--- config.mk ---
export PLATFORM = sky130hd
export DESIGN_NAME = pds_front_flat
export DESIGN_NICKNAME = d
export VERILOG_FILES = /design/src/pds_pkg.sv /design/src/pds_if.sv /design/src/pds_front.sv /design/src/flat_wrapper.sv
export SDC_FILE = /design/constraint.sdc
export NUM_CORES = 1
export LEC_CHECK = 0
export ABC_AREA = 0
export BUFFER_PORTS_ARGS = -buffer_cell sky130_fd_sc_hd__buf_4
export CAP_MARGIN = 30
export CORE_ASPECT_RATIO = 1.5
export CORE_MARGIN = 3
export CORE_UTILIZATION = 34
export DETAILED_ROUTE_END_ITERATION = 16
export PLACE_DENSITY = 0.54
export SKIP_LAST_GASP = 1
export SLEW_MARGIN = 30
export SYNTH_ARGS = -nofsm -noshare
export SYNTH_HDL_FRONTEND = slang
export SYNTH_SLANG_ARGS = --single-unit
--- constraint.sdc ---
create_clock -name clk -period 6.9 [get_ports clk]
set_input_delay 0.69 -clock clk [delete_from_list [all_inputs] [get_ports clk]]
set_output_delay 0.69 -clock clk [all_outputs]
set_load 0.03 [all_outputs]
--- src/pds_pkg.sv ---
package pds_pkg;

  // Default widths of the request and of the feedback divider.
  localparam int FREQ_BITS_DEF     = 16;
  localparam int FEEDBACK_BITS_DEF = 11;

  // Fixed field widths.
  localparam int CFG_FREQ_BITS  = 16;
  localparam int REF_DIV_BITS   = 10;
  localparam int CTRL_BITS      = 32;
  localparam int CFG_IDX_BITS   = 3;
  localparam int CFG_DATA_BITS  = 16;
  localparam int POST_CODE_BITS = 3;
  localparam int PDIV_BITS      = 5;
  localparam int OUT_FREQ_BITS  = 20;
  localparam int DIV_WORD_BITS  = 19;
  localparam int SEARCH_BITS    = 20;

  localparam int POST_CODE_SHIFT     = 16;
  localparam int PATH_ENABLE_BIT     = 2;
  localparam int WIDE_SOURCE_SHIFT   = 10;
  localparam int NARROW_SOURCE_SHIFT = 13;
  localparam int XFORM_SOURCE_SHIFT  = 12;

  // Source codes of the DVO routing field.
  localparam logic [1:0] SRC_SECOND_CRTC = 2'd1;
  localparam logic [1:0] SRC_INDIRECT    = 2'd3;

  // Post dividers in search order; the index is the programmed code.
  localparam int NUM_POST = 8;
  localparam logic [PDIV_BITS-1:0] PDIV_TABLE [NUM_POST] = '{
    5'd1, 5'd2, 5'd4, 5'd8, 5'd3, 5'd16, 5'd6, 5'd12
  };

  // Low clamp divides by 12: x * 43691 >> 19 is exact for 16-bit x.
  localparam int MIN_CLAMP_MUL            = 12;
  localparam logic [16:0] DIV12_RECIP     = 17'd43691;
  localparam int DIV12_SHIFT              = 19;

  localparam int QUEUE_DEPTH = 4;

  // Register reset values.
  localparam logic [CFG_FREQ_BITS-1:0] RST_PLL_MAX = 16'd35000;
  localparam logic [CFG_FREQ_BITS-1:0] RST_PLL_MIN = 16'd12000;
  localparam logic [REF_DIV_BITS-1:0]  RST_REF_DIV = 10'd12;
  localparam logic [CFG_FREQ_BITS-1:0] RST_REF_CLK = 16'd2700;

  typedef enum logic [CFG_IDX_BITS-1:0] {
    REG_PLL_MAX_FREQ       = 3'd0,
    REG_PLL_MIN_FREQ       = 3'd1,
    REG_REFERENCE_DIVIDER  = 3'd2,
    REG_REFERENCE_CLOCK    = 3'd3,
    REG_HAS_SECOND_CRTC    = 3'd4,
    REG_WIDE_SOURCE_FORMAT = 3'd5
  } cfg_reg_t;

  // The PLL limit frequencies are kept already masked to the request width.
  typedef struct packed {
    logic [CFG_FREQ_BITS-1:0] pll_max_freq;
    logic [CFG_FREQ_BITS-1:0] pll_min_freq;
    logic [CFG_FREQ_BITS-1:0] min_div12;
    logic [REF_DIV_BITS-1:0]  reference_divider;
    logic [CFG_FREQ_BITS-1:0] reference_clock;
    logic                     has_second_crtc;
    logic                     wide_source_format;
  } cfg_t;

  // Classified request handed from the front end to the divider pipeline.
  typedef struct packed {
    logic [CFG_FREQ_BITS-1:0]  outf;
    logic [POST_CODE_BITS-1:0] code;
    logic                      dvo;
  } cls_t;

endpackage

--- src/pds_if.sv ---
interface pds_in_if import pds_pkg::*; #(parameter int FREQ_BITS = FREQ_BITS_DEF);
  logic                 valid;
  logic                 ready;
  logic [FREQ_BITS-1:0] target_freq;
  logic [CTRL_BITS-1:0] fp2_control;
  logic [CTRL_BITS-1:0] output_control;

  modport source(output valid, target_freq, fp2_control, output_control, input ready);
  modport sink(input valid, target_freq, fp2_control, output_control, output ready);
endinterface


--- src/pds_front.sv ---
module pds_front import pds_pkg::*; #(
  parameter int FREQ_BITS = FREQ_BITS_DEF
) (
  input  logic    clk,
  input  logic    rst_n,
  pds_in_if.sink  in_if,
  input  cfg_t    cfg,
  input  logic    q_full,
  output logic    push,
  output cls_t    push_data
);

  localparam int EW = (FREQ_BITS > CFG_FREQ_BITS) ? FREQ_BITS : CFG_FREQ_BITS;

  // Stage 1: clamp and DVO routing.
  logic                     s1_v_r;
  logic [CFG_FREQ_BITS-1:0] s1_freq_r;
  logic                     s1_dvo_r;
  logic [CFG_FREQ_BITS-1:0] s1_freq_nxt;
  logic                     s1_dvo_nxt;

  logic [EW-1:0]            freq_e;
  logic [CFG_FREQ_BITS-1:0] clamp_hi;
  logic [SEARCH_BITS-1:0]   clamp_x12;
  logic [1:0]               src;

  // Stage 2: post divider search.
  logic [SEARCH_BITS-1:0]    prod [NUM_POST];
  logic [NUM_POST-1:0]       fits;
  logic                      found;
  logic [POST_CODE_BITS-1:0] code;

  assign in_if.ready = !s1_v_r || !q_full;
  assign freq_e      = EW'(in_if.target_freq);

  always_comb begin
    clamp_hi  = (freq_e > EW'(cfg.pll_max_freq)) ? cfg.pll_max_freq
                                                 : freq_e[CFG_FREQ_BITS-1:0];
    clamp_x12 = (SEARCH_BITS'(clamp_hi) << 3) + (SEARCH_BITS'(clamp_hi) << 2);
    s1_freq_nxt = (clamp_x12 < SEARCH_BITS'(cfg.pll_min_freq)) ? cfg.min_div12 : clamp_hi;

    // Wide format: source code 3 defers to the transform unit's source.
    if (cfg.wide_source_format) begin
      src = in_if.fp2_control[WIDE_SOURCE_SHIFT +: 2];
      if (src == SRC_INDIRECT) begin
        src = in_if.output_control[XFORM_SOURCE_SHIFT +: 2];
      end
    end else begin
      src = {1'b0, in_if.fp2_control[NARROW_SOURCE_SHIFT]};
    end
    s1_dvo_nxt = cfg.has_second_crtc && in_if.fp2_control[PATH_ENABLE_BIT] &&
                 (src != SRC_SECOND_CRTC);
  end

  always_ff @(posedge clk) begin
    if (!rst_n) begin
      s1_v_r <= 1'b0;
    end else if (in_if.ready) begin
      s1_v_r <= in_if.valid;
    end
  end

  always_ff @(posedge clk) begin
    if (in_if.ready && in_if.valid) begin
      s1_freq_r <= s1_freq_nxt;
      s1_dvo_r  <= s1_dvo_nxt;
    end
  end

  always_comb begin
    for (int i = 0; i < NUM_POST; i++) begin
      prod[i] = SEARCH_BITS'(s1_freq_r) * SEARCH_BITS'(PDIV_TABLE[i]);
      fits[i] = !(s1_dvo_r && PDIV_TABLE[i][0]) &&
                (prod[i] >= SEARCH_BITS'(cfg.pll_min_freq)) &&
                (prod[i] <= SEARCH_BITS'(cfg.pll_max_freq));
    end
    // First fitting divider in table order wins.
    found = 1'b0;
    code  = '0;
    for (int i = NUM_POST - 1; i >= 0; i--) begin
      if (fits[i]) begin
        found = 1'b1;
        code  = POST_CODE_BITS'(i);
      end
    end
  end

  assign push           = s1_v_r && !q_full;
  assign push_data.code = code;
  assign push_data.dvo  = s1_dvo_r;
  assign push_data.outf = found ? prod[code][CFG_FREQ_BITS-1:0] : s1_freq_r;

  a_front_hold: assert property (@(posedge clk) disable iff (!rst_n)
    s1_v_r && q_full |=> s1_v_r && $stable(s1_freq_r) && $stable(s1_dvo_r))
    else $error("front stage lost a word while the queue was full");

  a_dvo_even: assert property (@(posedge clk) disable iff (!rst_n)
    push && found && s1_dvo_r |-> !PDIV_TABLE[code][0])
    else $error("odd post divider chosen on the DVO path");

endmodule

--- src/flat_wrapper.sv ---
// flat-port wrapper written by rule: the top's interface ports become plain ports
module pds_front_flat import pds_pkg::*;
#(
  parameter int FREQ_BITS = FREQ_BITS_DEF
)
  (clk, rst_n, cfg, q_full, push, push_data, in_if_valid, in_if_target_freq, in_if_fp2_control, in_if_output_control, in_if_ready);
  pds_in_if #(.FREQ_BITS(FREQ_BITS)) in_if_i ();
  input  logic clk;
  input  logic rst_n;
  input  cfg_t cfg;
  input  logic q_full;
  output logic push;
  output cls_t push_data;
  input wire logic [$bits(in_if_i.valid)-1:0] in_if_valid;
  input wire logic [$bits(in_if_i.target_freq)-1:0] in_if_target_freq;
  input wire logic [$bits(in_if_i.fp2_control)-1:0] in_if_fp2_control;
  input wire logic [$bits(in_if_i.output_control)-1:0] in_if_output_control;
  output wire logic [$bits(in_if_i.ready)-1:0] in_if_ready;
  assign in_if_i.valid = in_if_valid;
  assign in_if_i.target_freq = in_if_target_freq;
  assign in_if_i.fp2_control = in_if_fp2_control;
  assign in_if_i.output_control = in_if_output_control;
  assign in_if_ready = in_if_i.ready;
  pds_front #(.FREQ_BITS(FREQ_BITS)) u_core (.clk(clk), .rst_n(rst_n), .in_if(in_if_i), .cfg(cfg), .q_full(q_full), .push(push), .push_data(push_data));
endmodule
==> flow_metrics.py <==
metrics = {
    "timing": {
        "max_clock_freq_mhz": 151,
        "worst_max_slew_pin_slew_ns": 0.954,
        "skew_ns": 0.00371,
        "setup-tns-final_ns": 0,
        "timing_hold_violations_final": 0,
        "post-route-period-util_pct": 96.0,
        "count_of_endpoints_failing_setup_in_the_final_report": 0,
        "report.final.slew_viol_count": 0,
        "max_slew_margin_pct": 36.4,
        "post-route-min-period_ns": 6.63,
    },
    "worst_setup_path": {
        "arrival_ns": 5.94,
        "path_class": "reg2out",
        "timing.critical_path.required_ns": 6.21,
        "critPathLaunchType": "flip-flop",
        "critical_path.max_fanout": 8,
        "setup.worst_path.end_class": "primary output",
    },
    "final_layout": {
        "drive_gt1_share_pct": 18.0,
        "mostFrequentLayoutCells": "291 x sky130_fd_sc_hd__ha_1, 165 x sky130_fd_sc_hd__buf_4, 105 x sky130_fd_sc_hd__a21oi_1",
        "finish.utilization_pct": 41.2,
        "antenna-diode-count": 0,
        "area_growth_pct": 19.0,
        "ff_latch_area_sq_um": 531,
        "fin_area_sq_um": 11000,
        "final_common_cell": "sky130_fd_sc_hd__ha_1",
        "nets": 1721,
        "final.fill_count": 2744,
        "multiInputGateArea_sq_um": 8390,
    },
    "route": {
        "drt_pre_antenna_iters": 5,
        "drc": 0,
        "via_per_inst": 5.96,
        "num_vias": 9556,
        "detailed_route_wire_length_um": 34800,
        "wl_per_cell_um": 21.7,
        "antenna_violating_nets_post_route": 0,
        "first_iter_violations": 444,
    },
    "floorplan": {
        "ios": 182,
        "fp.dieArea_sq_um": 29100,
        "placeableCoreArea_sq_um": 26600,
        "initial_utilization_pct": 34.6,
        "floorplan.rows": 73,
        "die_w_um": 140,
        "die_h_um": 208,
    },
    "clock_network": {
        "cts-buffers-inserted": 3,
        "clock_tree_buf_depth": 2,
        "clock_insertion_delay_worst_skew_ns": 0.27,
        "clock_tree.htree_level_count": 1,
        "cts.reportedPaths.clkPinSlew_ns": 0.06,
        "cts_tree": "built",
        "hold_buf_cts": 0,
        "cts-root-buf": "sky130_fd_sc_hd__clkbuf_16",
        "tritoncts_num_sinks": 18,
    },
    "global_route": {
        "grt_overflow": 0,
        "aggregate_global_route_resource_usage_pct": 22.9,
        "grt_first_pass_wirelength_um": 52700,
        "first_global_vias": 9653,
        "antenna_found_initial": 0,
        "grt_max_degree": 25,
    },
    "synth": {
        "yosysTopAreaCell": "sky130_fd_sc_hd__ha_1",
        "post_synth_instance_area_sq_um": 9210,
        "synth_edf_count": 17,
        "synth-seq-area-share_pct": 5.76,
        "synthArstFlopShare_pct": 0,
        "synthDistinctLibCells": 79,
        "netlist_top_cells_area": "sky130_fd_sc_hd__ha_1 40%, sky130_fd_sc_hd__a21oi_1 5.8%, sky130_fd_sc_hd__edfxtp_1 5.5%, sky130_fd_sc_hd__mux2_2 4.0%, sky130_fd_sc_hd__a21o_1 4.0%",
        "yosysWarnings": 0,
        "synthesis.nets": 1567,
        "synthesis.area_per_instance_sq_um": 8.26,
        "ys_ff_latch": 18,
        "post_synthesis_instance_total": 1114,
        "synth_top_flop_cell": "sky130_fd_sc_hd__edfxtp_1",
        "netlist.area_leader.share_pct": 39.5,
    },
    "pwr": {
        "peakVddDrop_mv": 0.176,
        "power.static_leakage_uw": 0.00534,
        "power_density_nw_per_um2": 249,
    },
    "placement": {
        "post_dp_cell_area_sq_um": 10700,
        "port-buffer-count": 97,
        "globalplace.congestion": 0.910,
        "place.detailed.hpwl_um": 28200,
    },
    "flow_run": {
        "max_cap_viol_count": 0,
    },
    "hold_path": {
        "class_of_the_tightest_hold_or_removal_check": "reg2reg",
    },
    "status": {
        "outcome": "finished, final reports clean",
    },
}
## worst max-delay path: stages, from the launching register on
cell	delay [ns]
sky130_fd_sc_hd__edfxtp_1	0.48
sky130_fd_sc_hd__ha_1	0.26
sky130_fd_sc_hd__fa_1	0.43
sky130_fd_sc_hd__a21oi_2	0.20
sky130_fd_sc_hd__o211ai_1	0.18
sky130_fd_sc_hd__a21oi_1	0.19
sky130_fd_sc_hd__buf_4	0.15
sky130_fd_sc_hd__nor2b_1	0.04
sky130_fd_sc_hd__o21ai_0	0.14
sky130_fd_sc_hd__nand2b_1	0.08
sky130_fd_sc_hd__xor2_1	0.14
sky130_fd_sc_hd__buf_4	0.18
sky130_fd_sc_hd__ha_1	0.27
sky130_fd_sc_hd__and2_1	0.15
sky130_fd_sc_hd__a221oi_1	0.26
sky130_fd_sc_hd__o21ai_0	0.21
sky130_fd_sc_hd__nor3_1	0.26
sky130_fd_sc_hd__o22ai_1	0.21
sky130_fd_sc_hd__o22ai_1	0.28
sky130_fd_sc_hd__a21boi_1	0.15
sky130_fd_sc_hd__or2_1	0.29
sky130_fd_sc_hd__buf_4	0.16
sky130_fd_sc_hd__nand2_2	0.17
sky130_fd_sc_hd__nor2_1	0.07
sky130_fd_sc_hd__or4_1	0.52
sky130_fd_sc_hd__buf_4	0.18
## state kept, by name, summed over array words and instances, names as in the netlist
signal / flops
u_core.s1_freq_r: 16
u_core.s1_dvo_r: 1
u_core.s1_v_r: 1
## layer usage
metal | share of wire [%] | vias to the layer above | GRT usage, %
met1 | 40 | 4549 | 26.2
met2 | 51 | 253 | 42.1
met3 | 3.5 | 81 | 1.27
li1 | - | 4673 | -
met4 | 5.5 | 0 | 11.8
met5 | 0 | - | 0
## worst paths after layout
| check | startpoint | to | slack (ns) | cells after the start |
|---|---|---|---|---|
| setup / recovery | u_core.s1_freq_r[1] | push_data[12] | 0.27 | 25 |
| hold / removal | u_core.s1_v_r | u_core.s1_v_r | 0.53 | 2 |
| setup reg to reg | u_core.s1_v_r | u_core.s1_freq_r[10] | 5.37 | 2 |
| hold reg to reg | u_core.s1_v_r | u_core.s1_v_r | 0.53 | 2 |
## final cells by class
class / instances / share of cell area, %
clock buffer: 4 / 0.811
inverter: 70 / 2.44
multi-input combinational: 1009 / 76.6
sequential: 18 / 4.84
tap: 337 / 3.85
timing repair buffer: 166 / 11.5
## synthesized netlist by cell type, drive strengths merged, types with 5 or more instances
library cell	number
ha	291
a21oi	108
o21ai	71
inv	69
nand2	68
a21o	49
nor2	38
mux2	37
nand4	36
a211oi	26
nand3	26
mux2i	21
edfxtp	17
nor3	17
nor2b	16
nor4	16
xnor2	16
o211ai	13
nand2b	11
buf	10
o21a	10
o22ai	9
o31ai	9
a211o	8
a31oi	8
xor2	8
clkbuf	7
and2	6
and3	6
nor3b	6
o21bai	5
or2	5
or4	5
## cell families (layout without fill, tap and decap cells)
kind of cell / after synthesis / in the layout / synth area share [%]
xor+xnor: 24 / 24 / 2.28
mux: 58 / 58 / 6.81
simple gates: 271 / 271 / 15.7
fa+ha+maj: 293 / 293 / 40.0
flops: 18 / 18 / 5.76
buf+inv: 87 / 240 / 4.00
compound gates: 363 / 363 / 25.5
## through the flow
| stage | instances | setup WS (ns) | hold slack, ns | power (uW) |
|---|---|---|---|---|
| floorplan | 1114 | 0.181 | 0.487 | 1750 |
| global placement | 1589 | 0.0675 | 0.506 | 2500 |
| CTS | 1593 | 0.132 | 0.531 | 2690 |
| finish | 1604 | 0.274 | 0.526 | 2730 |
| global route | 1604 | -0.0777 | 0.588 | 3000 |
| detailed placement | 1589 | -0.00912 | 0.513 | 2540 |
## power by group
part           internal (uW)  switching (uW)
combinational            992            1430
sequential               140            26.3
clock                   88.9            53.3
## repair_timing
item                                    CTS  global route
buffers inserted                          0            11
hold endpoints to repair                  0             0
resized for setup                         0            11
endpoints found under the setup margin    0            24
Note: power is estimated with default switching activity, not from simulation.
