**config.mk**
```make
export PLATFORM = sky130hd
export DESIGN_NAME = pds_back_flat
export DESIGN_NICKNAME = d
export VERILOG_FILES = /design/src/pds_pkg.sv /design/src/pds_if.sv /design/src/pds_back.sv /design/src/flat_wrapper.sv
export SDC_FILE = /design/constraint.sdc
export NUM_CORES = 2
export LEC_CHECK = 0
export BUFFER_PORTS_ARGS = -buffer_cell sky130_fd_sc_hd__buf_2
export CAP_MARGIN = 10
export CORE_UTILIZATION = 50
export CTS_CLUSTER_DIAMETER = 50
export DETAILED_ROUTE_END_ITERATION = 8
export GPL_ROUTABILITY_DRIVEN = 0
export PLACE_DENSITY = 0.76
export SLEW_MARGIN = 25
export SYNTH_ARGS = -nofsm -noshare
export SYNTH_HDL_FRONTEND = slang
export SYNTH_SLANG_ARGS = --single-unit
```
**constraint.sdc**
```tcl
create_clock -name clk -period 59.7 [get_ports clk]
set_input_delay 5.97 -clock clk [delete_from_list [all_inputs] [get_ports clk]]
set_output_delay 5.97 -clock clk [all_outputs]
set_load 0.005 [all_outputs]
```
**src/pds_pkg.sv**
```systemverilog
package pds_pkg;

  // Default widths of the request and of the feedback divider.
  localparam int FREQ_BITS_DEF     = 16;
  localparam int FEEDBACK_BITS_DEF = 11;

  // Fixed field widths.
  localparam int CFG_FREQ_BITS  = 16;
  localparam int REF_DIV_BITS   = 10;
  localparam int CTRL_BITS      = 32;
  localparam int CFG_IDX_BITS   = 3;
  localparam int CFG_DATA_BITS  = 16;
  localparam int POST_CODE_BITS = 3;
  localparam int PDIV_BITS      = 5;
  localparam int OUT_FREQ_BITS  = 20;
  localparam int DIV_WORD_BITS  = 19;
  localparam int SEARCH_BITS    = 20;

  localparam int POST_CODE_SHIFT     = 16;
  localparam int PATH_ENABLE_BIT     = 2;
  localparam int WIDE_SOURCE_SHIFT   = 10;
  localparam int NARROW_SOURCE_SHIFT = 13;
  localparam int XFORM_SOURCE_SHIFT  = 12;

  // Source codes of the DVO routing field.
  localparam logic [1:0] SRC_SECOND_CRTC = 2'd1;
  localparam logic [1:0] SRC_INDIRECT    = 2'd3;

  // Post dividers in search order; the index is the programmed code.
  localparam int NUM_POST = 8;
  localparam logic [PDIV_BITS-1:0] PDIV_TABLE [NUM_POST] = '{
    5'd1, 5'd2, 5'd4, 5'd8, 5'd3, 5'd16, 5'd6, 5'd12
  };

  // Low clamp divides by 12: x * 43691 >> 19 is exact for 16-bit x.
  localparam int MIN_CLAMP_MUL            = 12;
  localparam logic [16:0] DIV12_RECIP     = 17'd43691;
  localparam int DIV12_SHIFT              = 19;

  localparam int QUEUE_DEPTH = 4;

  // Register reset values.
  localparam logic [CFG_FREQ_BITS-1:0] RST_PLL_MAX = 16'd35000;
  localparam logic [CFG_FREQ_BITS-1:0] RST_PLL_MIN = 16'd12000;
  localparam logic [REF_DIV_BITS-1:0]  RST_REF_DIV = 10'd12;
  localparam logic [CFG_FREQ_BITS-1:0] RST_REF_CLK = 16'd2700;

  typedef enum logic [CFG_IDX_BITS-1:0] {
    REG_PLL_MAX_FREQ       = 3'd0,
    REG_PLL_MIN_FREQ       = 3'd1,
    REG_REFERENCE_DIVIDER  = 3'd2,
    REG_REFERENCE_CLOCK    = 3'd3,
    REG_HAS_SECOND_CRTC    = 3'd4,
    REG_WIDE_SOURCE_FORMAT = 3'd5
  } cfg_reg_t;

  // The PLL limit frequencies are kept already masked to the request width.
  typedef struct packed {
    logic [CFG_FREQ_BITS-1:0] pll_max_freq;
    logic [CFG_FREQ_BITS-1:0] pll_min_freq;
    logic [CFG_FREQ_BITS-1:0] min_div12;
    logic [REF_DIV_BITS-1:0]  reference_divider;
    logic [CFG_FREQ_BITS-1:0] reference_clock;
    logic                     has_second_crtc;
    logic                     wide_source_format;
  } cfg_t;

  // Classified request handed from the front end to the divider pipeline.
  typedef struct packed {
    logic [CFG_FREQ_BITS-1:0]  outf;
    logic [POST_CODE_BITS-1:0] code;
    logic                      dvo;
  } cls_t;

endpackage

```
**src/pds_if.sv**
```systemverilog


interface pds_out_if import pds_pkg::*; #(parameter int FEEDBACK_BITS = FEEDBACK_BITS_DEF);
  logic                      valid;
  logic                      ready;
  logic [REF_DIV_BITS-1:0]   ref_div_out;
  logic [FEEDBACK_BITS-1:0]  feedback_div;
  logic [POST_CODE_BITS-1:0] pdiv_code;
  logic [DIV_WORD_BITS-1:0]  divider_word;
  logic [OUT_FREQ_BITS-1:0]  pll_out_freq;
  logic                      dvo_on_primary;
  logic                      feedback_overflow;

  modport source(output valid, ref_div_out, feedback_div, pdiv_code, divider_word,
                 pll_out_freq, dvo_on_primary, feedback_overflow, input ready);
  modport sink(input valid, ref_div_out, feedback_div, pdiv_code, divider_word,
               pll_out_freq, dvo_on_primary, feedback_overflow, output ready);
endinterface


```
**src/pds_back.sv**
```systemverilog
module pds_back import pds_pkg::*; #(
  parameter int FEEDBACK_BITS = FEEDBACK_BITS_DEF
) (
  input  logic      clk,
  input  logic      rst_n,
  input  cfg_t      cfg,
  input  logic      q_valid,
  input  cls_t      q_data,
  output logic      q_pop,
  pds_out_if.source out_if
);

  // Stage 0 multiplies, stage 1 rounds and checks overflow, then one
  // quotient bit per stage.
  localparam int FB    = FEEDBACK_BITS;
  localparam int NS    = FB + 2;
  localparam int PRODW = REF_DIV_BITS + CFG_FREQ_BITS;
  localparam int NUMW  = PRODW + 1;
  localparam int RW    = CFG_FREQ_BITS + FB;
  localparam int PW    = (NUMW > RW) ? NUMW : RW;
  localparam int L     = NS - 1;

  typedef struct packed {
    logic [PW-1:0]             rem;
    logic [FB-1:0]             quo;
    logic                      ovf;
    logic [CFG_FREQ_BITS-1:0]  outf;
    logic [POST_CODE_BITS-1:0] code;
    logic                      dvo;
  } bk_t;

  bk_t                      st_r   [NS];
  bk_t                      st_nxt [NS];
  logic [NS-1:0]            v_r;
  logic                     adv;
  logic [PRODW-1:0]         prod;
  logic [FB-1:0]            fb;
  logic [DIV_WORD_BITS-1:0] word;

  // The whole pipeline moves together; the queue absorbs output stalls.
  assign adv   = !v_r[L] || out_if.ready;
  assign q_pop = adv && q_valid;
  assign prod  = PRODW'(cfg.reference_divider) * PRODW'(q_data.outf);

  always_comb begin
    logic [PW-1:0] dsh;
    logic [PW-1:0] num;

    st_nxt[0].rem  = PW'(prod);
    st_nxt[0].quo  = '0;
    st_nxt[0].ovf  = 1'b0;
    st_nxt[0].outf = q_data.outf;
    st_nxt[0].code = q_data.code;
    st_nxt[0].dvo  = q_data.dvo;

    // A zero reference clock makes the limit zero, so it reports overflow.
    num            = st_r[0].rem + PW'(cfg.reference_clock[CFG_FREQ_BITS-1:1]);
    st_nxt[1]      = st_r[0];
    st_nxt[1].rem  = num;
    st_nxt[1].ovf  = num >= (PW'(cfg.reference_clock) << FB);

    for (int j = 0; j < FB; j++) begin
      dsh           = PW'(cfg.reference_clock) << (FB - 1 - j);
      st_nxt[j + 2] = st_r[j + 1];
      if (st_r[j + 1].rem >= dsh) begin
        st_nxt[j + 2].rem          = st_r[j + 1].rem - dsh;
        st_nxt[j + 2].quo[FB-1-j]  = 1'b1;
      end
    end
  end

  always_ff @(posedge clk) begin
    if (!rst_n) begin
      v_r <= '0;
    end else if (adv) begin
      v_r <= {v_r[NS-2:0], q_valid};
    end
  end

  always_ff @(posedge clk) begin
    if (adv) begin
      for (int i = 0; i < NS; i++) begin
        st_r[i] <= st_nxt[i];
      end
    end
  end

  assign fb   = st_r[L].ovf ? {FB{1'b1}} : st_r[L].quo;
  assign word = DIV_WORD_BITS'(fb) | (DIV_WORD_BITS'(st_r[L].code) << POST_CODE_SHIFT);

  assign out_if.valid             = v_r[L];
  assign out_if.ref_div_out       = cfg.reference_divider;
  assign out_if.feedback_div      = fb;
  assign out_if.pdiv_code         = st_r[L].code;
  assign out_if.divider_word      = word;
  assign out_if.pll_out_freq      = OUT_FREQ_BITS'(st_r[L].outf);
  assign out_if.dvo_on_primary    = st_r[L].dvo;
  assign out_if.feedback_overflow = st_r[L].ovf;

  a_rem_below_divisor: assert property (@(posedge clk) disable iff (!rst_n)
    v_r[L] && !st_r[L].ovf |-> st_r[L].rem < PW'(cfg.reference_clock))
    else $error("division remainder not below the reference clock");

  a_stage_hold: assert property (@(posedge clk) disable iff (!rst_n)
    v_r[0] && !adv |=> v_r[0] && $stable(st_r[0]))
    else $error("multiply stage changed while the pipeline was stalled");

endmodule

```
**src/flat_wrapper.sv**
```systemverilog
// flat-port wrapper written by rule: the top's interface ports become plain ports
module pds_back_flat import pds_pkg::*;
#(
  parameter int FEEDBACK_BITS = FEEDBACK_BITS_DEF
)
  (clk, rst_n, cfg, q_valid, q_data, q_pop, out_if_valid, out_if_ref_div_out, out_if_feedback_div, out_if_pdiv_code, out_if_divider_word, out_if_pll_out_freq, out_if_dvo_on_primary, out_if_feedback_overflow, out_if_ready);
  pds_out_if #(.FEEDBACK_BITS(FEEDBACK_BITS)) out_if_i ();
  input  logic clk;
  input  logic rst_n;
  input  cfg_t cfg;
  input  logic q_valid;
  input  cls_t q_data;
  output logic q_pop;
  output wire logic [$bits(out_if_i.valid)-1:0] out_if_valid;
  output wire logic [$bits(out_if_i.ref_div_out)-1:0] out_if_ref_div_out;
  output wire logic [$bits(out_if_i.feedback_div)-1:0] out_if_feedback_div;
  output wire logic [$bits(out_if_i.pdiv_code)-1:0] out_if_pdiv_code;
  output wire logic [$bits(out_if_i.divider_word)-1:0] out_if_divider_word;
  output wire logic [$bits(out_if_i.pll_out_freq)-1:0] out_if_pll_out_freq;
  output wire logic [$bits(out_if_i.dvo_on_primary)-1:0] out_if_dvo_on_primary;
  output wire logic [$bits(out_if_i.feedback_overflow)-1:0] out_if_feedback_overflow;
  input wire logic [$bits(out_if_i.ready)-1:0] out_if_ready;
  assign out_if_valid = out_if_i.valid;
  assign out_if_ref_div_out = out_if_i.ref_div_out;
  assign out_if_feedback_div = out_if_i.feedback_div;
  assign out_if_pdiv_code = out_if_i.pdiv_code;
  assign out_if_divider_word = out_if_i.divider_word;
  assign out_if_pll_out_freq = out_if_i.pll_out_freq;
  assign out_if_dvo_on_primary = out_if_i.dvo_on_primary;
  assign out_if_feedback_overflow = out_if_i.feedback_overflow;
  assign out_if_i.ready = out_if_ready;
  pds_back #(.FEEDBACK_BITS(FEEDBACK_BITS)) u_core (.clk(clk), .rst_n(rst_n), .cfg(cfg), .q_valid(q_valid), .q_data(q_data), .q_pop(q_pop), .out_if(out_if_i));
endmodule
```
==> impl_metrics.tcl <==
set metrics [dict create \
    hp-start "u_core.st_r[2][25]$_DFFE_PN_" \
    setup_viol 0 \
    cts_max_level 3 \
    ant_nets 0 \
    synth_warnings 0 \
    rsz0062_at_grt "false" \
    final.fill_count 6031 \
    port-buffer-count 107 \
    power.leakage_uw 0.01677 \
    hold_buffers 0 \
    regArea_sq_um 20110 \
    ir_drop_mv 0.03482 \
    crit_required_ns 53.73 \
    outcome "finished, final reports clean" \
    syn_area_per_cell_sq_um 12.20 \
    power_frac_comb_pct 43.0 \
    vias 23360 \
    power.total_uw 2231 \
    rr_endpoint "u_core.st_r[0][79]$_DFFE_PN_" \
    pwr-share-seq_pct 36.1 \
    hold_class "register to register" \
    syn_inst 3093 \
    synthDistinctLibCells 82 \
    cts_made_buffers 78 \
    grt_usage_pct 18.17 \
    wl_mm 68.86 \
    period_needed_ns 13.43 \
    die-area_sq_um 76540 \
    cts.reportedPaths.clkPinSlew_ns 0.06 \
    antenna_found_initial 0 \
    cts.sinks 674 \
    worstReg2RegStart "u_core.st_r[0][33]$_DFFE_PN_" \
    drcViolationCount 0 \
    fmax_ghz 0.07443 \
    fin_tns_setup_ns 0 \
    multi_input_area_sq_um 16300 \
    setup.worst_path.class "input port to output port" \
    drtPass1Iterations 6 \
    yosysTopAreaCellShare_pct 52.62 \
    netlist_area_sq_um 37720 \
    cts_resized 0 \
    fin_crit_sh_pct 22.50 \
    clockPowerShare_pct 20.8 \
    drt_iter0_markers 1427 \
    fin_util_pct 55.80 \
    synth_top_area_cell "edfxtp_1" \
    hold_end "u_core.st_r[2][84]$_DFFE_PN_" \
    row_count 100 \
    start_util_pct 50.58 \
    cts_buffer_depth 3 \
    io_pins 167 \
    power.density_nw_per_um2 53.61 \
    hold_viol 0 \
    cts_root_buf "clkbuf_16" \
    grt_start_max_net_pins 188 \
    hold_depth 0 \
    synth_edf_count 661 \
    clock_skew_ns 0.02804 \
    crit_fanout 106 \
    drive_above_1_share_pct 10.40 \
    overflow 0 \
    fin_worst_hold_slack_ns 0.4082 \
    die_y_um 276.7 \
    grt_pass1_vias 23280 \
    insertion_delay_ns 0.64 \
    p_sw_share_pct 36.21 \
    ys.flop_type "edfxtp_1" \
    antennaDiodeCount 0 \
    drv_slew 0 \
    synth.yosys.seq_area_share_pct 53.31 \
    hpwl_mm 49.93 \
    r2r_cells 17 \
    drv_cap 0 \
    power.switching_uw 807.6 \
    postCtsSetupBuffers 0 \
    slew-limit-headroom_pct 27.40 \
    grt_pass1_wl_mm 113.4 \
    reg2reg_slack_ns 54.56 \
    internal-power_uw 1423 \
    synthTopCellsByArea "edfxtp_1 (53%), ha_1 (8.9%), fa_1 (6.4%), xnor2_1 (2.9%), a21oi_1 (2.9%)" \
    core_area_sq_um 74570 \
    wl_per_cell_um 16.28 \
    cts_tree "done" \
    ys_ff_latch 674 \
    critPathArrivalTime_ns 7.46 \
    ys_async_sr_fraction_pct 0 \
    fin_nets 3685 \
    critPathLaunchType "input port" \
    tightest_slew_ns 1.089 \
    vias_per_cell 5.523 \
    worst_setup_path_end_kind "output port" \
    dieWidth_um 276.7 \
    area_delta_synth_final_pct 10.32 \
]
==> per-layer routing <==
layer | GRT usage [%] | up-vias | wire length [um]
met3 | 2.970 | 135 | 2912
met4 | 6.339 | 0 | 2194
met5 | 0 | - | 0
met2 | 32.53 | 524 | 34760
met1 | 22.15 | 11270 | 29000
li1 | - | 11430 | -
==> cells in the mapped netlist, types with 25 or more instances <==
| cell | instances |
|---|---|
| edfxtp_1 | 661 |
| ha_1 | 268 |
| nand2_1 | 242 |
| a21oi_1 | 215 |
| nor2_1 | 210 |
| inv_1 | 192 |
| o21ai_0 | 135 |
| xnor2_1 | 127 |
| fa_1 | 121 |
| and2_1 | 91 |
| xor2_1 | 83 |
| a21o_1 | 61 |
| nand3_1 | 58 |
| buf_4 | 54 |
| nor3_1 | 45 |
| mux2_2 | 44 |
| nor2b_1 | 43 |
| clkbuf_1 | 42 |
| o21a_1 | 32 |
| nand2b_1 | 31 |
| nor4_1 | 25 |
==> placed cells by master (no fill, tap or decap), types with 80 or more instances in the layout <==
cell type  count
ha_1         268
o21ai_0      135
xor2_1        83
xnor2_1      127
edfxtp_1     661
and2_1        91
a21oi_1      215
buf_2        107
nand2_1      241
nor2_1       210
fa_1         121
clkbuf_16     80
inv_1        191
==> flip-flops by register name, indices dropped and copies added (netlist names) <==
| name | flops |
|---|---|
| u_core.st_r | 661 |
| u_core.v_r | 13 |
==> kinds of logic (layout without fill, tap and decap cells) <==
logic type      after synthesis  in the layout  share of synthesized area (%)
simple gates                855            855                          11.14
buf+inv                     301            461                          3.626
xor+xnor                    210            210                          4.876
flops                       674            674                          53.31
mux                          54             54                          1.632
fa+ha+maj                   389            389                          15.31
compound gates              609            609                          10.10
other cells                   1              9                       0.009942
==> power by group through the flow <==
| stage | registers, uW | clock network, uW | logic [uW] |
|---|---|---|---|
| 6_report | 806 | 465 | 960 |
| 5_1_grt | 820 | 496 | 1080 |
| 4_1_cts | 805 | 477 | 957 |
| 3_5_place_dp | 814 | 0 | 946 |
| 3_3_place_gp | 809 | 0 | 923 |
| 2_1_floorplan | 782 | 0 | 761 |
==> critical path, cell delays in order <==
cell	delay, ns
buf_2	0.10
nor2b_2	0.54
inv_8	0.39
and2_1	0.31
buf_2	0.13
==> worst max-delay path by stage <==
stage | from | end
after floorplan | out_if_ready | u_core.st_r[0][0]$_DFFE_PN_
after global placement | out_if_ready | q_pop
after detailed placement | out_if_ready | q_pop
after CTS | out_if_ready | q_pop
after global routing | out_if_ready | q_pop
final | out_if_ready | q_pop
==> area by class of cell <==
| class | count | area share, % |
|---|---|---|
| repair buffers | 124 | 1.654 |
| flip-flops and latches | 674 | 48.33 |
| clock buffers | 90 | 4.901 |
| well taps | 969 | 2.914 |
| clock inverters | 55 | 1.275 |
| inverters | 192 | 1.750 |
| multi-input cells | 2126 | 39.18 |
==> through the flow <==
| step | std cells | setup WS [ns] | cell area, sq um |
|---|---|---|---|
| 2_1_floorplan | 3101 | 34.29 | 37750 |
| 3_3_place_gp | 4085 | 45.76 | 39030 |
| 3_5_place_dp | 4085 | 46.23 | 39040 |
| 4_1_cts | 4230 | 46.22 | 41610 |
| 5_1_grt | 4230 | 46.09 | 41610 |
| 6_report | 4230 | 46.27 | 41610 |
No activity file was read; power rests on OpenSTA's default activity.
