**src/pds_pkg.sv**
```systemverilog
package pds_pkg;

  // Default widths of the request and of the feedback divider.
  localparam int FREQ_BITS_DEF     = 16;
  localparam int FEEDBACK_BITS_DEF = 11;

  // Fixed field widths.
  localparam int CFG_FREQ_BITS  = 16;
  localparam int REF_DIV_BITS   = 10;
  localparam int CTRL_BITS      = 32;
  localparam int CFG_IDX_BITS   = 3;
  localparam int CFG_DATA_BITS  = 16;
  localparam int POST_CODE_BITS = 3;
  localparam int PDIV_BITS      = 5;
  localparam int OUT_FREQ_BITS  = 20;
  localparam int DIV_WORD_BITS  = 19;
  localparam int SEARCH_BITS    = 20;

  localparam int POST_CODE_SHIFT     = 16;
  localparam int PATH_ENABLE_BIT     = 2;
  localparam int WIDE_SOURCE_SHIFT   = 10;
  localparam int NARROW_SOURCE_SHIFT = 13;
  localparam int XFORM_SOURCE_SHIFT  = 12;

  // Source codes of the DVO routing field.
  localparam logic [1:0] SRC_SECOND_CRTC = 2'd1;
  localparam logic [1:0] SRC_INDIRECT    = 2'd3;

  // Post dividers in search order; the index is the programmed code.
  localparam int NUM_POST = 8;
  localparam logic [PDIV_BITS-1:0] PDIV_TABLE [NUM_POST] = '{
    5'd1, 5'd2, 5'd4, 5'd8, 5'd3, 5'd16, 5'd6, 5'd12
  };

  // Low clamp divides by 12: x * 43691 >> 19 is exact for 16-bit x.
  localparam int MIN_CLAMP_MUL            = 12;
  localparam logic [16:0] DIV12_RECIP     = 17'd43691;
  localparam int DIV12_SHIFT              = 19;

  localparam int QUEUE_DEPTH = 4;

  // Register reset values.
  localparam logic [CFG_FREQ_BITS-1:0] RST_PLL_MAX = 16'd35000;
  localparam logic [CFG_FREQ_BITS-1:0] RST_PLL_MIN = 16'd12000;
  localparam logic [REF_DIV_BITS-1:0]  RST_REF_DIV = 10'd12;
  localparam logic [CFG_FREQ_BITS-1:0] RST_REF_CLK = 16'd2700;

  typedef enum logic [CFG_IDX_BITS-1:0] {
    REG_PLL_MAX_FREQ       = 3'd0,
    REG_PLL_MIN_FREQ       = 3'd1,
    REG_REFERENCE_DIVIDER  = 3'd2,
    REG_REFERENCE_CLOCK    = 3'd3,
    REG_HAS_SECOND_CRTC    = 3'd4,
    REG_WIDE_SOURCE_FORMAT = 3'd5
  } cfg_reg_t;

  // The PLL limit frequencies are kept already masked to the request width.
  typedef struct packed {
    logic [CFG_FREQ_BITS-1:0] pll_max_freq;
    logic [CFG_FREQ_BITS-1:0] pll_min_freq;
    logic [CFG_FREQ_BITS-1:0] min_div12;
    logic [REF_DIV_BITS-1:0]  reference_divider;
    logic [CFG_FREQ_BITS-1:0] reference_clock;
    logic                     has_second_crtc;
    logic                     wide_source_format;
  } cfg_t;

  // Classified request handed from the front end to the divider pipeline.
  typedef struct packed {
    logic [CFG_FREQ_BITS-1:0]  outf;
    logic [POST_CODE_BITS-1:0] code;
    logic                      dvo;
  } cls_t;

endpackage

```
**src/pds_queue.sv**
```systemverilog
module pds_queue import pds_pkg::*; (
  input  logic clk,
  input  logic rst_n,
  input  logic push,
  input  cls_t push_data,
  output logic full,
  input  logic pop,
  output logic not_empty,
  output cls_t pop_data
);

  localparam int PTR_BITS = $clog2(QUEUE_DEPTH);
  localparam int CNT_BITS = PTR_BITS + 1;
  localparam logic [CNT_BITS-1:0] CNT_ONE  = CNT_BITS'(1);
  localparam logic [CNT_BITS-1:0] CNT_FULL = CNT_BITS'(QUEUE_DEPTH);

  cls_t                mem_r [QUEUE_DEPTH];
  logic [PTR_BITS-1:0] wr_ptr_r;
  logic [PTR_BITS-1:0] rd_ptr_r;
  logic [CNT_BITS-1:0] count_r;
  logic [CNT_BITS-1:0] count_nxt;
  logic                do_pop;

  assign full      = (count_r == CNT_FULL);
  assign not_empty = (count_r != '0);
  assign do_pop    = pop && not_empty;
  assign pop_data  = mem_r[rd_ptr_r];

  always_comb begin
    count_nxt = count_r;
    if (push && !do_pop) begin
      count_nxt = count_r + CNT_ONE;
    end else if (!push && do_pop) begin
      count_nxt = count_r - CNT_ONE;
    end
  end

  always_ff @(posedge clk) begin
    if (!rst_n) begin
      wr_ptr_r <= '0;
      rd_ptr_r <= '0;
      count_r  <= '0;
    end else begin
      if (push) begin
        wr_ptr_r <= wr_ptr_r + PTR_BITS'(1);
      end
      if (do_pop) begin
        rd_ptr_r <= rd_ptr_r + PTR_BITS'(1);
      end
      count_r <= count_nxt;
    end
  end

  always_ff @(posedge clk) begin
    if (push) begin
      mem_r[wr_ptr_r] <= push_data;
    end
  end

  a_queue_count: assert property (@(posedge clk) disable iff (!rst_n)
    push && !do_pop |=> count_r == $past(count_r) + CNT_ONE)
    else $error("queue count did not follow a lone push");

endmodule

```
**config.mk**
```make
export PLATFORM = sky130hd
export DESIGN_NAME = pds_queue
export DESIGN_NICKNAME = d
export VERILOG_FILES = /design/src/pds_pkg.sv /design/src/pds_queue.sv
export SDC_FILE = /design/constraint.sdc
export NUM_CORES = 1
export LEC_CHECK = 0
export BUFFER_PORTS_ARGS = -buffer_cell sky130_fd_sc_hd__buf_2
export CORE_ASPECT_RATIO = 2
export CORE_MARGIN = 8
export CORE_UTILIZATION = 45
export DETAILED_ROUTE_END_ITERATION = 8
export PLACE_DENSITY = 0.67
export SLEW_MARGIN = 20
export SYNTH_ARGS = -nofsm -noshare
export SYNTH_HDL_FRONTEND = slang
export SYNTH_SLANG_ARGS = --single-unit
```
**constraint.sdc**
```tcl
create_clock -name clk -period 1.7 [get_ports clk]
set_input_delay 0.085 -clock clk [delete_from_list [all_inputs] [get_ports clk]]
set_output_delay 0.085 -clock clk [all_outputs]
set_load 0.005 [all_outputs]
```
==> metrics.md, run 1 <==
| Metric | Value |
|---|---|
| Fin worst setup slack | -0.1697 ns |
| Die Y | about 140 um |
| Syn_area_per_cell | 23.32 um2 |
| Power Density | between 1000 and 1500 nW/um2 |
| Vias | between 1500 and 2000 |
| Run status | finished with violations |
| Clock Skew | 0.003516 ns |
| Largest cells by area after synthesis | edfxtp_1 (70%), mux4_1 (14%), dfxtp_1 (5.3%) |
| Count of final hold-check violations | 0 |
| CTS tree | yes |
| Setup TNS | -0.1697 ns |
| Drt drc | 0 |
| FF+latch area | 2591 um2 |
| Placement Rows | 45 |
| Post-synthesis cell count | 147 |
| Setup crit start kind | flip-flop |
| Setup slack after placement | -0.1654 ns |
| Die W | 77.72 um |
| Routability Congestion | 0.6516 |
| Multi-input combinational cell area | 742.0 um2 |
| Pleak | 0.001558 uW |
| Antenna violations before repair | 0 |
| Initial Utilization | 45.78% |
| Diode count | 0 |
| Starting DRT DRC Count | between 70 and 80 |
| P&R area growth vs syn | 27.55% |
| CTS Buf Count | 9 |
| Worst hold margin | 0.04709 ns |
| Worst path slowest cell | dfxtp_2 |
| Worst-case clock buffer depth | 2 |
| FF+latch count, synth | slightly below 90 |
| Vias per cell | 5.140 |
| Detailed Route WL | roughly 6400 um |
| Number of global-route vias before repair | 1906 |
| Worst skew pair latency | 0.34 ns |
| Worst EP arrival | 2.13 ns |
| Max incr delay on CP | 0.33 ns |
| I/O Pins | 46 |
| Synthesis Warnings | 0 |
| Worst path required time | 1.96 ns |
| CTS clk-pin slew, worst paths | 0.06 ns |
| Layout fillers | between 500 and 600 |
| Clk root buf | clkbuf_16 |
| Final Cycle Share | 110.0% |
| Crit path buf inv count | 1 |
| # clock sinks | 89 |
| CP cell instances | o31ai_4 -> ha_2 -> inv_2 -> fa_2 -> xor2_1 -> or3_1 -> a21boi_1 |
| Kind of critical path | reg2reg |
| Delay-heaviest family, CP | adder cells |
| Max-slew violation count | 0 |
| Dpl hpwl | 4049 um |
| Post-synthesis cell type count | 21 |
| Global route total overflow | 0 |
| RSZ-0062 raised after global routing | true |
| Die footprint | 10840 um2 |
| Post-layout util | 58.40% |
| Max-cap violations | 0 |
| Slew margin rel. | 71.84% |
| Crit. End Element | flip-flop |
| Failing checks | setup timing |
| Core box area | 7488 um2 |
| Synth top area share | 70.07% |
| Post-route ant nets | 0 |
| Synthesized cell area | 3428 um2 |
| HP Class | in2reg |
| Largest fanout on the critical path | 2 |
| Synthesized Nets | 177 |
| Final-report setup violation count | 1 |
| Post-synth top area cell | edfxtp_1 |
| All-Layer GR Usage | roughly an eighth |
| VDD IR max | 0.9774 mV |
| Global-route wire length before repair | about 10000 um |
| Router iterations before antenna repair | 4 |
| Min cycle time layout | approximately 1.9 ns |
| Worst Max-Slew Pin Slew | around 0.42 ns |
| Drt wl/cell | 18.91 um |
| Post-synthesis sequential area ratio | roughly 75% |
| Layout cells sized above 1 | 44.21% |
| Largest net degree at the start of global routing | 21 |
| FMAX | around 530 MHz |
| H-tree depth | 3 |
| PortBufs | 45 |
| Final layout net count | 267 |
-- cell families (layout without fill, tap and decap cells) --
group	Yosys count	after routing	share of synthesized area, %
xor+xnor	5	5	1.278
simple gates	14	14	2.628
compound gates	4	4	1.460
flops	89	89	75.33
fa+ha+maj	6	6	2.409
buf+inv	7	102	1.204
mux	22	22	15.69
-- cells in the mapped netlist --
| cell type | number |
|---|---|
| a21boi_0 | 1 |
| and2_1 | 9 |
| buf_6 | 2 |
| clkbuf_1 | 2 |
| dfxtp_1 | 9 |
| edfxtp_1 | 80 |
| fa_1 | 1 |
| ha_1 | 5 |
| inv_1 | 3 |
| mux2i_1 | 2 |
| mux4_1 | 18 |
| mux4_2 | 2 |
| nor2b_1 | 2 |
| nor3b_1 | 1 |
| o21ai_0 | 1 |
| o311ai_2 | 1 |
| o31ai_4 | 1 |
| or3_1 | 1 |
| or3_2 | 1 |
| xnor2_1 | 3 |
| xor2_1 | 2 |
-- cell usage in the layout, fill, tap and decap left out, drive strengths merged --
cell type | Yosys | final
mux2i | 2 | 2
dfxtp | 9 | 9
clkbuf | 2 | 11
clkinv | 0 | 6
buf | 2 | 61
o31ai | 1 | 1
or3 | 2 | 2
edfxtp | 80 | 80
and2 | 9 | 9
xnor2 | 3 | 3
mux4 | 20 | 20
inv | 3 | 4
o311ai | 1 | 1
dlygate4sd3 | 0 | 20
o21ai | 1 | 1
a21boi | 1 | 1
fa | 1 | 1
nor3b | 1 | 1
nor2b | 2 | 2
xor2 | 2 | 2
ha | 5 | 5
-- registers in the layout (all words and copies together), names as in the netlist, named ones only --
signal,flops
count_r,3
mem_r,80
wr_ptr_r,2
rd_ptr_r,2
-- where the power goes --
group	internal [uW]	switching [uW]
registers	2560	112
clock network	985	782
logic	938	597
-- routing by layer --
layer  vias up  share of wire, %  global-route usage [%]
li1        781                 -                       -
met4         0               1.9                   6.012
met2        58                52                   20.05
met3        12               6.7                   4.774
met5         -                 0                       0
met1       876                39                   14.25
-- timing repair --
item                       4_1_cts  5_1_grt
cloned                           1        2
hold endpoints to repair        80        0
setup buffers                    0        0
hold buffers                    20        0
gates resized for setup         12       12
setup endpoints to repair       16        7
pin swaps                        0        0
-- final timing paths --
path,cells past startpoint,to,slack [ns],startpoint
setup reg to reg,7,count_r[2],-0.17,count_r[2]
hold / removal,2,flip-flop,0.05,rst_n
hold reg to reg,2,wr_ptr_r[1],0.56,wr_ptr_r[1]
setup / recovery,7,count_r[2],-0.17,count_r[2]
-- worst register-to-register path, cell delays in order (launching register included) --
cell	delay, ns
dfxtp_2	0.33
o31ai_4	0.26
ha_2	0.23
inv_2	0.04
fa_2	0.32
xor2_1	0.16
or3_1	0.31
a21boi_1	0.14
-- area by class of cell --
| type | instances | share of cell area, % |
|---|---|---|
| repair buffers | 83 | 14.65 |
| clock inverters | 7 | 1.030 |
| flip-flops and latches | 89 | 59.26 |
| clock buffers | 9 | 5.150 |
| well taps | 94 | 2.690 |
| multi-input cells | 51 | 16.97 |
| inverters | 3 | 0.2575 |
-- stage by stage --
stage                     power (uW)  std cells  instance area (um2)
after global routing            6276        336                 4373
after detailed placement        3926        297                 3876
after CTS                       5864        334                 4348
after floorplan                 3428        147                 3438
after global placement          3877        297                 3876
final                           5971        336                 4373
(Power assumes the default switching activity.)
==> run 2, diff against run 1 <==
--- a/config.mk
+++ b/config.mk
@@ -6,10 +6,11 @@
 export NUM_CORES = 1
 export LEC_CHECK = 0
 export BUFFER_PORTS_ARGS = -buffer_cell sky130_fd_sc_hd__buf_2
-export CORE_ASPECT_RATIO = 2
+export CORE_ASPECT_RATIO = 0.8
 export CORE_MARGIN = 8
 export CORE_UTILIZATION = 45
 export DETAILED_ROUTE_END_ITERATION = 8
+export GPL_TIMING_DRIVEN = 0
 export PLACE_DENSITY = 0.67
 export SLEW_MARGIN = 20
 export SYNTH_ARGS = -nofsm -noshare
==> metrics.md, run 2 (synthesized netlist as in run 1, its figures left out) <==
| Metric | Value |
|---|---|
| Max-cap violations | 0 (unchanged) |
| Largest fanout on the critical path | 6 (was 2) |
| Fin worst setup slack | -0.2089 ns (was -0.1697 ns) |
| Starting DRT DRC Count | 53 (was 74) |
| Clock Skew | 0.01142 ns (was 0.003516 ns) |
| All-Layer GR Usage | 12.17% (was 12.54%) |
| Failing checks | setup timing (unchanged) |
| Crit. End Element | flip-flop (unchanged) |
| Layout cells sized above 1 | 44.44% (was 44.21%) |
| Most frequent cells in the layout | edfxtp_1 (80), buf_2 (45), mux4_2 (20), dlygate4sd3_1 (20), clkbuf_8 (9) (was edfxtp_1 (80), buf_2 (43), mux4_2 (20), dlygate4sd3_1 (20), buf_4 (14)) |
| Count of final hold-check violations | 0 (unchanged) |
| Worst hold stages | 2 (unchanged) |
| I/O Pins | 46 (unchanged) |
| Kind of critical path | reg2reg (unchanged) |
| Post-layout util | 57.04% (was 58.40%) |
| H-tree depth | 3 (unchanged) |
| Antenna violations before repair | 0 (unchanged) |
| Detailed Route WL | 6289 um (was 6354 um) |
| Largest net degree at the start of global routing | 21 (unchanged) |
| Drt wl/cell | 18.55 um (was 18.91 um) |
| Clk root buf | clkbuf_8 (was clkbuf_16) |
| Dpl hpwl | 3800 um (was 4049 um) |
| RSZ-0062 raised after global routing | true (unchanged) |
| HP Class | in2reg (unchanged) |
| PortBufs | 45 (unchanged) |
| VDD IR max | 0.5381 mV (was 0.9774 mV) |
| CTS clk-pin slew, worst paths | 0.09 ns (was 0.06 ns) |
| Pleak | 0.001456 uW (was 0.001558 uW) |
| Routability Congestion | 0.6513 (was 0.6516) |
| Final-report setup violation count | 1 (unchanged) |
| Post-route ant nets | 0 (unchanged) |
| Worst Max-Slew Pin Slew | 0.5530 ns (was 0.4224 ns) |
| Largest regs | mem_r (80), count_r (3) (unchanged) |
| Vias per cell | 4.947 (was 5.140) |
| Run status | finished with violations (unchanged) |
| Number of global-route vias before repair | 1862 (was 1906) |
| Core box area | 7392 um2 (was 7488 um2) |
| Setup slack after placement | -0.2705 ns (was -0.1654 ns) |
| Worst EP arrival | 2.20 ns (was 2.13 ns) |
| FF-to-FF path depth | 7 (unchanged) |
| Diode count | 0 (unchanged) |
| Finished Cell Area | 4217 um2 (was 4373 um2) |
| Max reg flops | 80 (unchanged) |
| Worst-case clock buffer depth | 2 (unchanged) |
| Worst skew pair latency | 0.36 ns (was 0.34 ns) |
| Die Y | 94.07 um (was 139.4 um) |
| CTS Buf Count | 9 (unchanged) |
| WP depth | 7 (unchanged) |
| Placement Rows | 28 (was 45) |
| Drt drc | 0 (unchanged) |
| # clock sinks | 89 (unchanged) |
| Initial Utilization | 46.38% (was 45.78%) |
| Global route total overflow | 0 (unchanged) |
| Total power | 5501 uW (was 5971 uW) |
| Max incr delay on CP | 0.36 ns (was 0.33 ns) |
| Final Cycle Share | 112.3% (was 110.0%) |
| Setup crit start kind | flip-flop (unchanged) |
| Final layout net count | 259 (was 267) |
| Slew margin rel. | 63.13% (was 71.84%) |
| Die footprint | 10680 um2 (was 10840 um2) |
| Power Density | 1305 nW/um2 (was 1365 nW/um2) |
| Max-slew violation count | 0 (unchanged) |
| Worst path required time | 1.99 ns (was 1.96 ns) |
| CP cell instances | o31ai_4 -> ha_2 -> inv_2 -> fa_2 -> xor2_1 -> or3_1 -> a21boi_1 (unchanged) |
| Reg with most FFs | mem_r (unchanged) |
| Min cycle time layout | 1.909 ns (was 1.870 ns) |
| FMAX | 523.9 MHz (was 534.9 MHz) |
| Delay-heaviest family, CP | adder cells (unchanged) |
| CTS tree | yes (unchanged) |
| Global-route wire length before repair | 9604 um (was 10320 um) |
| Vias | 1677 (was 1727) |
| Setup TNS | -0.2089 ns (was -0.1697 ns) |
| P&R area growth vs syn | 22.99% (was 27.55%) |
| Die W | 113.6 um (was 77.72 um) |
| Worst path slowest cell | dfxtp_2 (unchanged) |
| Crit path buf inv count | 1 (unchanged) |
| Area after DPL | 3795 um2 (was 3876 um2) |
| Router iterations before antenna repair | 4 (unchanged) |
| Reg2Reg Setup Slack | -0.21 ns (was -0.17 ns) |
| Most common cell after layout, fill and taps aside | edfxtp_1 (unchanged) |
[run 2: cell types whose count changed in the layout (fill, tap and decap cells not counted), sizes merged]
cell      before  now
clkbuf        11   13
clkinvlp       0    3
buf           61   52
bufinv         0    1
clkinv         6    1
[run 2: metal layers]
layer | share of wire (%) | wire, um | global-route usage [%] | vias up
met2 | 51 | 3212 | 21.09 | 39
met5 | 0 | 0 | 0 | -
met3 | 5.4 | 339 | 4.624 | 9
met4 | 1.2 | 74 | 5.199 | 0
li1 | - | - | - | 759
met1 | 42 | 2662 | 13.19 | 870
[run 2: final timing paths]
kind	from	to
worst min register to register	wr_ptr_r[1]	wr_ptr_r[1]
worst max-delay path	count_r[2]	count_r[2]
worst min-delay path	rst_n	count_r[2]
worst max register to register	count_r[2]	count_r[2]
[run 2: power by group]
group,leakage [uW],switching [uW],internal (uW)
combinational,0.000557,566,848
sequential,0.000811,120,2560
clock,0.0000889,728,682
[run 2: layout make-up]
type,count,area [um2]
inverters,3,11.26
multi-input cells,51,747.0
plain buffers,4,45.04
well taps,105,131.4
clock inverters,6,66.31
clock buffers,10,127.6
fillers,569,3176
repair buffers,71,495.5
flip-flops and latches,89,2592
[run 2: stage by stage]
step                hold WS (ns)  std cells
detailed placement        0.3039        297
finish                   0.03343        339
floorplan                 0.1839        147
global placement          0.2942        297
global route             0.03597        339
CTS                      0.03434        337
[run 2: what timing repair did]
item                       4_1_cts  5_1_grt
hold buffers                    20        0
pin swaps                        2        1
setup buffers                    3        1
hold endpoints to repair        80        0
gates cloned                     1        1
gates resized for setup         16       18
setup endpoints to repair      102       14
==> run 3, diff against run 2 <==
--- a/config.mk
+++ b/config.mk
@@ -11,7 +11,7 @@
 export CORE_UTILIZATION = 45
 export DETAILED_ROUTE_END_ITERATION = 8
 export GPL_TIMING_DRIVEN = 0
-export PLACE_DENSITY = 0.67
+export PLACE_DENSITY_LB_ADDON = 0.2
 export SLEW_MARGIN = 20
 export SYNTH_ARGS = -nofsm -noshare
 export SYNTH_HDL_FRONTEND = slang
==> metrics.md, run 3 (synthesized netlist as in run 1, its figures left out) <==
| Metric | Value |
|---|---|
| Run status | finished with violations (unchanged) |
| Failing checks | setup timing (unchanged) |
| Worst hold margin | 0.03484 ns (was 0.03343 ns) |
| Delay-heaviest family, CP | adder cells (unchanged) |
| Core box area | 7392 um2 (unchanged) |
| Placement Rows | 28 (unchanged) |
| CTS Buf Count | 9 (unchanged) |
| Max reg flops | 80 (unchanged) |
| Fin worst setup slack | -0.1980 ns (was -0.2089 ns) |
| Routability Congestion | 0.6444 (was 0.6513) |
| R2R Path End | count_r[2] (unchanged) |
| Worst path slowest cell | dfxtp_4 (was dfxtp_2) |
| Worst Max-Slew Pin Slew | 0.5739 ns (was 0.5530 ns) |
| Initial Utilization | 46.38% (unchanged) |
| Total power | 5288 uW (was 5501 uW) |
| Drt drc | 0 (unchanged) |
| Vias per cell | 4.749 (was 4.947) |
| PortBufs | 45 (unchanged) |
| Reg2Reg Setup Slack | -0.20 ns (was -0.21 ns) |
| Worst skew pair latency | 0.34 ns (was 0.36 ns) |
| Reg with most FFs | mem_r (unchanged) |
| Crit path buf inv count | 1 (unchanged) |
| Router iterations before antenna repair | 4 (unchanged) |
| Power Density | 1262 nW/um2 (was 1305 nW/um2) |
| Setup crit start kind | flip-flop (unchanged) |
| Worst EP arrival | 2.18 ns (was 2.20 ns) |
| All-Layer GR Usage | 12.01% (was 12.17%) |
| Finished Cell Area | 4189 um2 (was 4217 um2) |
| Global-route wire length before repair | 9639 um (was 9604 um) |
| Critical Path Start | count_r[2] (unchanged) |
| Worst path required time | 1.98 ns (was 1.99 ns) |
| Layout cells sized above 1 | 44.02% (was 44.44%) |
| Dpl hpwl | 3704 um (was 3800 um) |
| Die Y | 94.07 um (unchanged) |
| Vias | 1610 (was 1677) |
| Largest net degree at the start of global routing | 21 (unchanged) |
| Largest fanout on the critical path | 2 (was 6) |
| CTS tree | yes (unchanged) |
| Number of global-route vias before repair | 1872 (was 1862) |
| Min cycle time layout | 1.898 ns (was 1.909 ns) |
| FF-to-FF path depth | 7 (unchanged) |
| CTS clk-pin slew, worst paths | 0.08 ns (was 0.09 ns) |
| P&R area growth vs syn | 22.19% (was 22.99%) |
| Post-route ant nets | 0 (unchanged) |
| Detailed Route WL | 5928 um (was 6289 um) |
| Largest regs | mem_r (80), count_r (3) (unchanged) |
| HP Class | in2reg (unchanged) |
| Pleak | 0.001446 uW (was 0.001456 uW) |
| Global route total overflow | 0 (unchanged) |
| Max-cap violations | 0 (unchanged) |
| FMAX | 526.9 MHz (was 523.9 MHz) |
| Final Cycle Share | 111.6% (was 112.3%) |
| CP cell instances | o31ai_4 -> ha_2 -> inv_2 -> fa_2 -> xor2_1 -> or3_1 -> a21boi_1 (unchanged) |
| Slew margin rel. | 61.74% (was 63.13%) |
| Worst hold stages | 2 (unchanged) |
| Die footprint | 10680 um2 (unchanged) |
| Clk root buf | clkbuf_8 (unchanged) |
| Final-report setup violation count | 1 (unchanged) |
| I/O Pins | 46 (unchanged) |
| Hold Path Origin | rst_n (unchanged) |
| Starting DRT DRC Count | 66 (was 53) |
| Max incr delay on CP | 0.36 ns (about the same) |
| Worst-case clock buffer depth | 2 (unchanged) |
| Area after DPL | 3795 um2 (unchanged) |
| # clock sinks | 89 (unchanged) |
| Most frequent cells in the layout | edfxtp_1 (80), buf_2 (44), mux4_2 (20), dlygate4sd3_1 (20), clkbuf_8 (9) (was edfxtp_1 (80), buf_2 (45), mux4_2 (20), dlygate4sd3_1 (20), clkbuf_8 (9)) |
| Kind of critical path | reg2reg (unchanged) |
| Drt wl/cell | 17.49 um (was 18.55 um) |
| Die W | 113.6 um (unchanged) |
| VDD IR max | 0.7337 mV (was 0.5381 mV) |
| Setup slack after placement | -0.2558 ns (was -0.2705 ns) |
| Count of final hold-check violations | 0 (unchanged) |
| Final layout net count | 259 (unchanged) |
| Clock Skew | 0.005888 ns (was 0.01142 ns) |
| Antenna violations before repair | 0 (unchanged) |
| Reg-to-reg startpoint | count_r[2] (unchanged) |
| Most common cell after layout, fill and taps aside | edfxtp_1 (unchanged) |
| RSZ-0062 raised after global routing | true (unchanged) |
| Max-slew violation count | 0 (unchanged) |
| Diode count | 0 (unchanged) |
| H-tree depth | 3 (unchanged) |
| Crit. End Element | flip-flop (unchanged) |
| Setup TNS | -0.1980 ns (was -0.2089 ns) |
run 3: cell count changes in the layout (fill, tap and decap cells not counted), sizes merged:
cell and delta:
inv -1, bufinv -1, clkinv +2, clkinvlp -1, buf +1
run 3: worst max path at each step:
stage                 endpoint  slack (ns)  depth (start not counted)
floorplan           count_r[2]        -0.1                          7
global placement    count_r[2]       -0.13                          7
detailed placement  count_r[2]       -0.26                          7
CTS                 count_r[2]       -0.20                          7
global route        count_r[2]       -0.28                          7
finish              count_r[2]       -0.20                          7
run 3: metrics by stage:
stage          cells  utilization [%]
6_report         339            56.67
5_1_grt          339            56.67
4_1_cts          341            57.33
3_5_place_dp     297            51.34
3_3_place_gp     297            51.34
2_1_floorplan    147                -
run 3: layout make-up:
type,count,area [um2]
clock inverters,5,33.78
well taps,105,131.4
fillers,582,3203
clock buffers,11,131.4
flip-flops and latches,89,2597
plain buffers,3,25.02
repair buffers,72,511.7
inverters,3,11.26
multi-input cells,51,747.0
run 3: timing repair:
item,in CTS,in global routing
hold buffers,20,0
gates cloned,2,0
setup endpoints to repair,102,19
resized for setup,30,10
buffers inserted,6,0
hold endpoints to repair,80,0
pin swaps,2,1
run 3: routing by layer:
layer  routed length (um)  track usage, %
met5                    0               0
met1                 2518           13.70
met2                 3035           20.75
met3                  320           4.817
met4                   53           2.987
run 3: report_power, final:
group	total, uW	internal [uW]	leakage (uW)	switching, uW
clock	1210	529	0.0000793	680
sequential	2680	2560	0.000811	117
combinational	1400	841	0.000555	559
